===== config.mk =====
export PLATFORM = sky130hd
export DESIGN_NAME = joint_step_rate_limiter
export DESIGN_NICKNAME = d
export VERILOG_FILES = /design/src/jsrl_pkg.sv /design/src/joint_step_rate_limiter.sv
export SDC_FILE = /design/constraint.sdc
export NUM_CORES = 2
export LEC_CHECK = 0
export ABC_CLOCK_PERIOD_IN_PS = 13450
export BUFFER_PORTS_ARGS = -buffer_cell sky130_fd_sc_hd__buf_2
export CORE_ASPECT_RATIO = 1.5
export CORE_MARGIN = 2
export CORE_UTILIZATION = 35
export DETAILED_ROUTE_END_ITERATION = 7
export PLACE_DENSITY = 0.46
export SLEW_MARGIN = 5
export SYNTH_ARGS = -nofsm -noshare
export SYNTH_HDL_FRONTEND = slang
export SYNTH_SLANG_ARGS = --single-unit

===== constraint.sdc =====
create_clock -name clk -period 13.45 [get_ports clk]
set_input_delay 0.6725 -clock clk [delete_from_list [all_inputs] [get_ports clk]]
set_output_delay 0.6725 -clock clk [all_outputs]
set_load 0.05 [all_outputs]

===== src/jsrl_pkg.sv =====
`default_nettype none

package jsrl_pkg;

	localparam int JOINTS = 7;
	// commands per tick are capped at seven
	localparam int ACTIVE = (JOINTS < 7) ? JOINTS : 7;
	localparam int AW = (ACTIVE > 1) ? $clog2(ACTIVE) : 1;

	localparam int POS_W = 32;
	localparam int LIM_W = 31;
	localparam int QBITS = 31;
	localparam int CNT_W = 5;

	typedef enum logic {
		REG_STEP_LIMIT = 1'b0,
		REG_REACH_TOL  = 1'b1
	} cfg_reg_t;

	typedef enum logic {
		REQ_GOAL = 1'b0,
		REQ_MEAS = 1'b1
	} req_t;

	typedef enum logic [2:0] {
		ST_IDLE,
		ST_MAXP,
		ST_LOAD,
		ST_MULT,
		ST_DIV,
		ST_EMIT
	} state_t;

	localparam logic [LIM_W-1:0] STEP_LIMIT_RST = 31'd16777;
	localparam logic [LIM_W-1:0] REACH_TOL_RST  = 31'd1677;

endpackage

`default_nettype wire


===== src/joint_step_rate_limiter.sv =====
`default_nettype none

// Joint step rate limiter. Goal words (req_type 0) store a per-joint goal and arm the
// block; measured words (req_type 1) store a per-joint measurement. A measured word with
// tick_end set starts one tick: the block finds the largest |goal - measured| over all
// joints and, when it exceeds step_limit, scales every step by step_limit / max (quotient
// truncated toward zero). It then emits one result word per joint, in joint order, with
// command_position = measured + step (saturated to 32 bits), joint_reached when the
// |step| <= reach_tolerance while armed, and last_joint on the final joint. Before any
// goal arrives the step is zero and joint_reached is 0. A tick runs the max search over
// all ACTIVE joints, then per joint a load and an emit step when no scaling is needed, or
// load, one registered multiply, 31 steps of a shared restoring divider and emit when it
// is; a stalled output holds the emit step. in_stall is high for the whole tick. The
// last result may sit in the output register while new words are taken. Configuration
// (index 0 step_limit, index 1 reach_tolerance, Q7.24) is always ready and must only be
// written while the block is idle.

module joint_step_rate_limiter
	import jsrl_pkg::*;
(
	input  wire logic              clk,
	input  wire logic              arst_n,

	input  wire logic              cfg_valid,
	output logic                   cfg_ready,
	input  wire logic              cfg_index,
	input  wire logic [LIM_W-1:0]  cfg_data,

	input  wire logic              in_valid,
	output logic                   in_stall,
	input  wire logic              req_type,
	input  wire logic [2:0]        joint_index,
	input  wire logic signed [POS_W-1:0] position,
	input  wire logic              tick_end,

	output logic                   out_valid,
	input  wire logic              out_stall,
	output logic [2:0]             out_joint,
	output logic signed [POS_W-1:0] command_position,
	output logic                   joint_reached,
	output logic                   last_joint
);

	localparam logic [AW-1:0] LAST_IDX = AW'(ACTIVE - 1);
	localparam logic signed [33:0] SAT_MAX = 34'sd2147483647;
	localparam logic signed [33:0] SAT_MIN = -34'sd2147483648;

	// configuration
	logic [LIM_W-1:0] step_limit_q;
	logic [LIM_W-1:0] reach_tol_q;

	// joint stores
	logic signed [POS_W-1:0] goal_q [ACTIVE];
	logic signed [POS_W-1:0] meas_q [ACTIVE];
	logic                    armed_q;

	// sequencer
	state_t          state_q, state_d;
	logic [AW-1:0]   idx_q;
	logic            in_fire;
	logic            emit_fire;

	// datapath
	logic [32:0]             maxd_q;
	logic                    scale_q;
	logic [32:0]             mag_q;
	logic                    neg_q;
	logic signed [POS_W-1:0] cur_meas_q;
	logic [32:0]             rem_q;
	logic [QBITS-1:0]        low_q;
	logic [QBITS-1:0]        quo_q;
	logic [CNT_W-1:0]        cnt_q;

	// output register
	logic                    out_valid_q;
	logic [2:0]              out_joint_q;
	logic signed [POS_W-1:0] cmd_q;
	logic                    reached_q;
	logic                    last_q;

	assign cfg_ready = 1'b1;
	assign in_fire   = in_valid && !in_stall;

	always_ff @(posedge clk or negedge arst_n) begin
		if (!arst_n) begin
			step_limit_q <= STEP_LIMIT_RST;
			reach_tol_q  <= REACH_TOL_RST;
		end else if (cfg_valid && cfg_ready) begin
			case (cfg_reg_t'(cfg_index))
				REG_STEP_LIMIT: step_limit_q <= cfg_data;
				REG_REACH_TOL:  reach_tol_q  <= cfg_data;
				default: ;
			endcase
		end
	end

	// stores: out-of-range joints are dropped, and a dropped goal does not arm
	logic idx_ok;
	assign idx_ok = 32'(joint_index) < ACTIVE;

	always_ff @(posedge clk or negedge arst_n) begin
		if (!arst_n) begin
			for (int i = 0; i < ACTIVE; i++) goal_q[i] <= '0;
			armed_q <= 1'b0;
		end else if (in_fire && req_type == REQ_GOAL && idx_ok) begin
			goal_q[joint_index[AW-1:0]] <= position;
			armed_q <= 1'b1;
		end
	end

	always_ff @(posedge clk) begin
		if (in_fire && req_type == REQ_MEAS && idx_ok)
			meas_q[joint_index[AW-1:0]] <= position;
	end

	// difference of the joint under the counter
	logic signed [32:0] diff;
	logic [32:0]        diff_mag;
	logic [32:0]        new_max;

	always_comb begin
		diff     = armed_q ? (33'(goal_q[idx_q]) - 33'(meas_q[idx_q])) : '0;
		diff_mag = diff[32] ? 33'(-diff) : 33'(diff);
		new_max  = (diff_mag > maxd_q) ? diff_mag : maxd_q;
	end

	// shared multiply and restoring divide step
	logic [63:0] product;
	logic [33:0] trial;
	logic        trial_ge;

	assign product  = 64'(mag_q) * 64'(step_limit_q);
	assign trial    = {rem_q, low_q[QBITS-1]};
	assign trial_ge = trial >= {1'b0, maxd_q};

	// command for the current joint
	logic [32:0]        step_mag;
	logic signed [33:0] step_s;
	logic signed [33:0] cmd_sum;
	logic signed [POS_W-1:0] cmd_sat;
	logic               reached;

	always_comb begin
		step_mag = scale_q ? {2'b00, quo_q} : mag_q;
		step_s   = neg_q ? -$signed({1'b0, step_mag}) : $signed({1'b0, step_mag});
		cmd_sum  = 34'(cur_meas_q) + step_s;
		if (cmd_sum > SAT_MAX)
			cmd_sat = POS_W'(SAT_MAX);
		else if (cmd_sum < SAT_MIN)
			cmd_sat = POS_W'(SAT_MIN);
		else
			cmd_sat = cmd_sum[POS_W-1:0];
		reached = armed_q && (step_mag <= {2'b00, reach_tol_q});
	end

	// sequencer
	always_ff @(posedge clk or negedge arst_n) begin
		if (!arst_n)
			state_q <= ST_IDLE;
		else
			state_q <= state_d;
	end

	always_comb begin
		state_d   = state_q;
		in_stall  = 1'b1;
		emit_fire = 1'b0;
		case (state_q)
			ST_IDLE: begin
				in_stall = 1'b0;
				if (in_valid && req_type == REQ_MEAS && tick_end)
					state_d = ST_MAXP;
			end
			ST_MAXP: begin
				if (idx_q == LAST_IDX)
					state_d = ST_LOAD;
			end
			ST_LOAD: begin
				state_d = scale_q ? ST_MULT : ST_EMIT;
			end
			ST_MULT: begin
				state_d = ST_DIV;
			end
			ST_DIV: begin
				if (cnt_q == '0)
					state_d = ST_EMIT;
			end
			ST_EMIT: begin
				if (!out_valid_q || !out_stall) begin
					emit_fire = 1'b1;
					state_d   = (idx_q == LAST_IDX) ? ST_IDLE : ST_LOAD;
				end
			end
			default: state_d = ST_IDLE;
		endcase
	end

	always_ff @(posedge clk or negedge arst_n) begin
		if (!arst_n) begin
			idx_q   <= '0;
			scale_q <= 1'b0;
			maxd_q  <= '0;
		end else begin
			case (state_q)
				ST_IDLE: begin
					idx_q  <= '0;
					maxd_q <= '0;
				end
				ST_MAXP: begin
					maxd_q <= new_max;
					if (idx_q == LAST_IDX) begin
						idx_q   <= '0;
						scale_q <= armed_q && (new_max > {2'b00, step_limit_q});
					end else begin
						idx_q <= idx_q + 1'b1;
					end
				end
				ST_EMIT: begin
					if (emit_fire && idx_q != LAST_IDX)
						idx_q <= idx_q + 1'b1;
				end
				default: ;
			endcase
		end
	end

	// payload of the joint datapath
	always_ff @(posedge clk) begin
		case (state_q)
			ST_LOAD: begin
				mag_q      <= diff_mag;
				neg_q      <= diff[32];
				cur_meas_q <= meas_q[idx_q];
			end
			ST_MULT: begin
				// quotient fits 31 bits, so the top of the product is below maxd
				rem_q <= product[63:QBITS];
				low_q <= product[QBITS-1:0];
				quo_q <= '0;
				cnt_q <= CNT_W'(QBITS - 1);
			end
			ST_DIV: begin
				rem_q <= trial_ge ? 33'(trial - {1'b0, maxd_q}) : trial[32:0];
				low_q <= {low_q[QBITS-2:0], 1'b0};
				quo_q <= {quo_q[QBITS-2:0], trial_ge};
				cnt_q <= cnt_q - 1'b1;
			end
			default: ;
		endcase
	end

	// output register
	always_ff @(posedge clk or negedge arst_n) begin
		if (!arst_n)
			out_valid_q <= 1'b0;
		else if (emit_fire)
			out_valid_q <= 1'b1;
		else if (!out_stall)
			out_valid_q <= 1'b0;
	end

	always_ff @(posedge clk) begin
		if (emit_fire) begin
			out_joint_q <= 3'(idx_q);
			cmd_q       <= cmd_sat;
			reached_q   <= reached;
			last_q      <= (idx_q == LAST_IDX);
		end
	end

	assign out_valid        = out_valid_q;
	assign out_joint        = out_joint_q;
	assign command_position = cmd_q;
	assign joint_reached    = reached_q;
	assign last_joint       = last_q;

	// divider remainder stays below the divisor
	a_div_rem: assert property (@(posedge clk) disable iff (!arst_n)
		(state_q == ST_DIV) |-> (rem_q < maxd_q))
		else $error("divider remainder not below divisor");

	// a new result only comes from the emit step
	a_emit_src: assert property (@(posedge clk) disable iff (!arst_n)
		$rose(out_valid_q) |-> $past(state_q == ST_EMIT))
		else $error("result word appeared outside emit");

	// last flag marks the final joint
	a_last_joint: assert property (@(posedge clk) disable iff (!arst_n)
		(out_valid_q && last_q) |-> (out_joint_q == 3'(LAST_IDX)))
		else $error("last_joint on wrong joint");

endmodule

`default_nettype wire


# Yosys cells after proc, flatten, opt, wreduce, memory -nomap -nowiden
# Memory sizes are Yosys's and may differ from the RTL's.
# Cells that the tools add are included.
totals:
  register_bits: 531
  latchBits: 0
  ram_bits: 224
  mem_bits_ro: 0
  output_inout_bits: 40
  memories: 1
mem_list:
  columns: ["name", "depth", "width", "read_ports", "rd_ports_with_merged_regs", "wr", "line_no", "text"]
  rows:
  - ["meas_q", 7, 32, 1, 0, 1, "joint_step_rate_limiter.sv:54", "logic signed [POS_W-1:0] meas_q [ACTIVE];"]
classes:
  add_sub_neg: 7
  mul: 1
  n_div: 0
  n_lt_le_gt_ge: 10
  n_eq_ne: 13
  shift: 0
  n_mux: 35
  bitwise_logic: 4
  reduce_logical: 24
ops:
  columns: ["cell", "n"]
  rows:
  - ["bitwise mux 224 bit", 1]
  - ["two-way mux 33 bit", 5]
  - ["one-hot mux 33 bit (2 select lines)", 2]
  - ["two-way mux 32 bit", 4]
  - ["one-hot mux 31 bit (2 select lines)", 2]
  - ["binary-select mux 32 bit (select 3 bit)", 1]
  - ["demux 32 bit (select 3 bit)", 1]
  - ["multiplier 33 x 31 -> 64 bit", 1]
  - ["adder 32 x 34 -> 34 bit", 1]
  - ["greater-or-equal comparator 34 x 33 -> 1 bit", 1]
  - ["> comparator 34 x 32 -> 1 bit (second input constant)", 1]
  - ["< comparator 34 x 32 -> 1 bit (second input constant)", 1]
  - ["two-way mux 34 bit", 1]
  - ["negator 33 -> 34 bit", 1]
  - ["> comparator 33 x 31 -> 1 bit", 1]
  - ["> comparator 33 bit", 1]
  - ["<= comparator 33 x 31 -> 1 bit", 1]
  - ["negator 33 bit", 1]
  - ["subtractor 32 x 32 -> 33 bit", 1]
  - ["subtractor 33 bit", 1]
  - ["two-way mux 3 bit", 7]
  - ["one-hot mux 3 bit (6 select lines)", 1]
  - ["logical AND 1 bit", 11]
  - ["one-hot mux 5 bit (2 select lines)", 1]
  - ["other kinds (24)", 45]

# Longest topological paths before layout
logic_depth:
  depth_word: 12
  mapped_depth: 47
  depth_no_buf: 41

# Worst setup path after synthesis
# Ideal clock, no wire load.
synth_path:
  kind: "register -> register"
  startpoint: "register idx_q[0]"
  endpoint: "register scale_q"
  setup_ns: 0.119
  t_arrival_ns: 9.318
  path_slack_ns: 4.014
  path_stages_with_launch: 44
  n_path_buf: 6
  cell_sequence: "dfrtp_1 > clkbuf_1 > buf_1 > clkbuf_1 > mux2i_1 > o21ai_0 > mux2_2 > ha_1 > fa_1 > and2b_1 > o2111a_1 > o31ai_4 > o31ai_2 > a21o_1 > a41oi_1 > o21ai_0 > inv_1 > o21ai_0 > [... 8 more ...] > a31o_2 > clkbuf_1 > clkbuf_1 > clkbuf_1 > nand2_1 > o31ai_1 > ha_1 > a21o_1 > a21o_1 > a211oi_1 > o21a_1 > o21a_1 > o21ai_0 > a21o_1 > nand2_1 > a21oi_1 > o31ai_1 > a21bo_1"
synth_between:
  word_cells_on_any_way: 15
  cone_classes: "2 x add/sub; 2 x order compare; 1 x eq/ne; 6 x mux; 1 x bitwise; 2 x reduce/logical; 1 x memory"
synth_lines:
  columns: ["element", "line_no", "text"]
  rows:
  - ["start: declaration", "joint_step_rate_limiter.sv:59", "logic [AW-1:0] idx_q;"]
  - ["start signal: assignment", "joint_step_rate_limiter.sv:215", "idx_q <= idx_q + 1'b1;"]
  - ["start signal: assignment", "joint_step_rate_limiter.sv:220", "idx_q <= idx_q + 1'b1;"]
  - ["NOT 3 -> 4 bit (not written as such)", "joint_step_rate_limiter.sv:122", "diff = armed_q ? (33'(goal_q[idx_q]) - 33'(meas_q[idx_q])) : '0;"]
  - ["binary-select mux 32 bit (select 3 bit)", "joint_step_rate_limiter.sv:122", null]
  - ["two-way mux 32 bit (not written as such) (2 in series)", "joint_step_rate_limiter.sv:122", null]
  - ["subtractor 32 x 32 -> 33 bit (*)", "joint_step_rate_limiter.sv:122", null]
  - ["two-way mux 33 bit (*)", "joint_step_rate_limiter.sv:122", null]
  - ["named net diff[32]", "joint_step_rate_limiter.sv:117", "logic signed [32:0] diff;"]
  - ["two-way mux 33 bit (*)", "joint_step_rate_limiter.sv:123", "diff_mag = diff[32] ? 33'(-diff) : 33'(diff);"]
  - ["named net diff_mag[1]", "joint_step_rate_limiter.sv:118", "logic [32:0] diff_mag;"]
  - ["> comparator 33 bit", "joint_step_rate_limiter.sv:124", "new_max = (diff_mag > maxd_q) ? diff_mag : maxd_q;"]
  - ["two-way mux 33 bit (*)", "joint_step_rate_limiter.sv:124", null]
  - ["> comparator 33 x 31 -> 1 bit (*)", "joint_step_rate_limiter.sv:213", "scale_q <= armed_q && (new_max > {2'b00, step_limit_q});"]
  - ["logical AND 1 bit (*)", "joint_step_rate_limiter.sv:213", null]
  - ["end signal: assignment", "joint_step_rate_limiter.sv:213", null]
  - ["end: declaration", "joint_step_rate_limiter.sv:65", "logic scale_q;"]
# The timed path passes the listed nets; every way through them passes the cells marked *. The select of a mux whose other input is x is not followed.
# A chain may end at the register's enable or synchronous reset.

# Worst setup path after layout
# Same ends and word-level chain as after synthesis.

==> key figures <==
Logic synthesis
  – Register area share after synthesis: about 29%
  – Post-Syn Area: 73700 um2
  – Yosys reg bits: 755
  – Synth Instances: approximately 7400
  – Synth warn: 0
  – Post-synth cell types: 104
  – Ys flop type: edfxtp_1
  – Post-synth EDFFs: between 400 and 500
  – Net count after synthesis: 8799
  – Ys async rst share: 43.4%
  – Avg Inst Size Synth: 9.99 um2

Routing
  – Met3 WL: 7770 um
  – WL/cell: 23.4 um
  – Initial drt markers: ~2600
  – Drt via density: roughly 5.2
  – DRT Wirelength: between 200000 and 250000 um
  – Top sig layer: met5
  – Via count: between 50000 and 60000
  – M1 wire length: 92200 um
  – Routed Antenna Nets: 0
  – DRT Pass-1 Iters: 7
  – Residual DRC: 0
  – WL met2: roughly 130000 um

Clock tree
  – Cts hold-fix bufs: 1
  – Post_cts resized: 0
  – CTS tree: yes
  – Clk sink count: 755
  – Post-CTS setup buffers: 0
  – Num CTS Buffers: 77
  – H-Tree Depth: 3
  – Root Buffer: clkbuf_16
  – Clock Path Buffers: 3
  – CTS clk-pin slew, worst paths: 0.07 ns
  – Clock Latency Late Sink: 0.71 ns

Global routing
  – GR Overflow Total: 0
  – Total Routing Usage GR: about 22%
  – Largest net degree at the start of global routing: 77
  – Global-route wire length before repair: 359000 um
  – Initial antenna violation count: 43
  – Vias in the first global route: approximately 57000

Timing
  – Final Hold Slack: 0.208 ns
  – Final Skew: ~0.04 ns
  – Period minus WS final: 10.97 ns
  – Final setup vio count: 0
  – Unrepaired setup endpoints after global routing: false
  – Tcrit/Tclk final: 81.6%
  – Setup_tns: 0 ns
  – Slew margin rel.: 11.4%
  – Endpoints failing hold: 0
  – Least-Margin Pin Slew: 1.31 ns
  – Final Max Slew Viols: 0
  – Max frequency: 91.2 MHz

Worst setup path
  – CP max FO: 55
  – Critical Path AT: 11.55 ns
  – Crit Path Category: register to register
  – Slowest CP cell: dfrtp_4
  – Crit end category: register
  – Reg-to-Reg End: scale_q
  – FF-to-FF setup slack: 2.48 ns
  – Worst-case reg-to-reg path depth: 37
  – CP max stage delay: approximately 1.1 ns
  – Worst Path Required: ~14 ns
  – RR Startpoint: idx_q[0]
  – CP Launch Type: register

Cells and area
  – Commonest non-fill, non-tap cell in the layout: nand2_1
  – Non-Filler Instances: 10100
  – Commonest non-fill, non-tap cells in the layout: 1180 x nand2_1, 1127 x inv_1, 898 x fa_1, 455 x ha_1, 427 x edfxtp_1
  – Final nets: roughly 8700
  – Synthesis-to-finish area growth: 8.30%
  – Post-Layout Inst Area: 79800 um2
  – Layout cells sized above 1: between 10% and 20%

Hold path
  – Worst Hold Class: primary input to register
  – Hold depth: 3
  – Worst Hold Launch: cfg_data[17]
  – WHS Endpoint: step_limit_q[17]

Floorplan
  – Row cnt: about 210
  – Die Wd: about 380 um
  – Die Ht: 566 um
  – Initial Utilization: between 30% and 40%
  – Core area: 210000 um2
  – Die Area: 214000 um2
  – Ports: 114

Status
  – Status: finished, final reports clean

Flow run
  – MaxCap Viol Count: 0

Placed design
  – GP Congestion: 0.961
  – Inst Count DP: 9981
  – Dpl hpwl: 182000 um
  – Port bufs: 112
  – DP Area: 77100 um2
## logic make-up after synthesis
group / after synthesis / share of synthesized area (%)
compound gates: 981 / 8.58
xor+xnor: 196 / 2.34
fa+ha+maj: 1353 / 32.1
buf+inv: 1551 / 8.00
flops: 755 / 28.6
mux: 450 / 7.73
other cells: 1 / 0.00509
simple gates: 2085 / 12.6
## metal layers
metal,up-vias,global-route usage (%)
met2,1055,42.4
li1,23700,-
met4,22,8.14
met3,327,1.76
met1,27400,26.3
met5,-,0
## critical path: cells and delay by family, from the launching register on
| kind | cells | cell delay, ns |
|---|---|---|
| multiplexers | 1 | 0.55 |
| AND/OR/NAND/NOR | 8 | 1.43 |
| buffers and inverters | 4 | 1.38 |
| adder cells (fa/ha/maj) | 3 | 1.09 |
| AO/OA/AOI/OAI | 21 | 5.26 |
| flip-flops | 1 | 1.06 |
## metrics by stage
step | worst slack [ns] | utilization, %
after detailed placement | 2.42 | 36.8
final | 2.48 | 38.1
after global placement | 2.42 | 36.8
after global routing | 1.37 | 38.1
after CTS | 2.38 | 38.1
after floorplan | 4.01 | -
## worst max-delay path by stage
| stage | from | endpoint | slack (ns) | cells past startpoint |
|---|---|---|---|---|
| floorplan | idx_q[0] | scale_q | 4.01 | 43 |
| global placement | idx_q[0] | scale_q | 2.42 | 37 |
| detailed placement | idx_q[0] | scale_q | 2.42 | 38 |
| CTS | idx_q[0] | scale_q | 2.38 | 38 |
| global route | idx_q[0] | scale_q | 1.37 | 38 |
| finish | idx_q[0] | scale_q | 2.48 | 37 |
## synthesized netlist by cell type, types with 8 or more instances
cell type,number,area share [%]
o21ai_0,240,1.6
a221o_1,8,0.11
and3_1,60,0.51
clkbuf_1,368,1.9
nand4_1,51,0.43
and2_1,232,2.0
and4_1,11,0.13
xnor2_1,129,1.5
nor3b_1,12,0.12
inv_1,1127,5.7
dfrtp_1,317,11
nand2b_1,38,0.32
o21a_1,40,0.41
nand3_1,45,0.31
mux2i_1,84,1.1
a22o_1,14,0.17
edfxtp_1,427,17
o31ai_1,32,0.33
a31oi_1,20,0.17
buf_2,11,0.075
fa_1,898,24
nor2b_1,34,0.29
o21bai_1,25,0.25
nor3_1,64,0.43
ha_1,455,7.7
o211ai_1,12,0.12
a21boi_0,9,0.092
or3_1,14,0.12
dfstp_2,11,0.39
xor2_1,66,0.78
mux4_2,64,2.0
or2_2,13,0.11
or4_1,8,0.082
nor2_1,290,1.5
a21o_1,137,1.4
buf_1,33,0.17
a211oi_1,28,0.29
nor4_1,10,0.085
mux2_2,298,4.6
a41oi_1,10,0.12
a21oi_1,294,2.0
nand2_1,1181,6.0
## sequential cells by signal (all words and copies together), names as in the netlist, 3 cells and up
signal,cells
quo_q,31
meas_q,224
cur_meas_q,32
step_limit_q,31
state_q,3
idx_q,3
out_joint,3
cnt_q,5
goal_q,224
rem_q,33
low_q,31
reach_tol_q,31
command_position,32
mag_q,33
maxd_q,33
## cell type report
class                      instances  area, um2
inverter                        1129       4240
clock inverter                    34        369
antenna                           13       32.5
multi-input combinational       5066      46900
fill                           20900     130000
clock buffer                     110       2240
tap                             2808       3510
sequential                       755      21100
timing repair buffer             224       1420
Power is left out: the tool's default activity adds up to more than one toggle a clock period on the data nets, which glitch-free logic cannot reach.
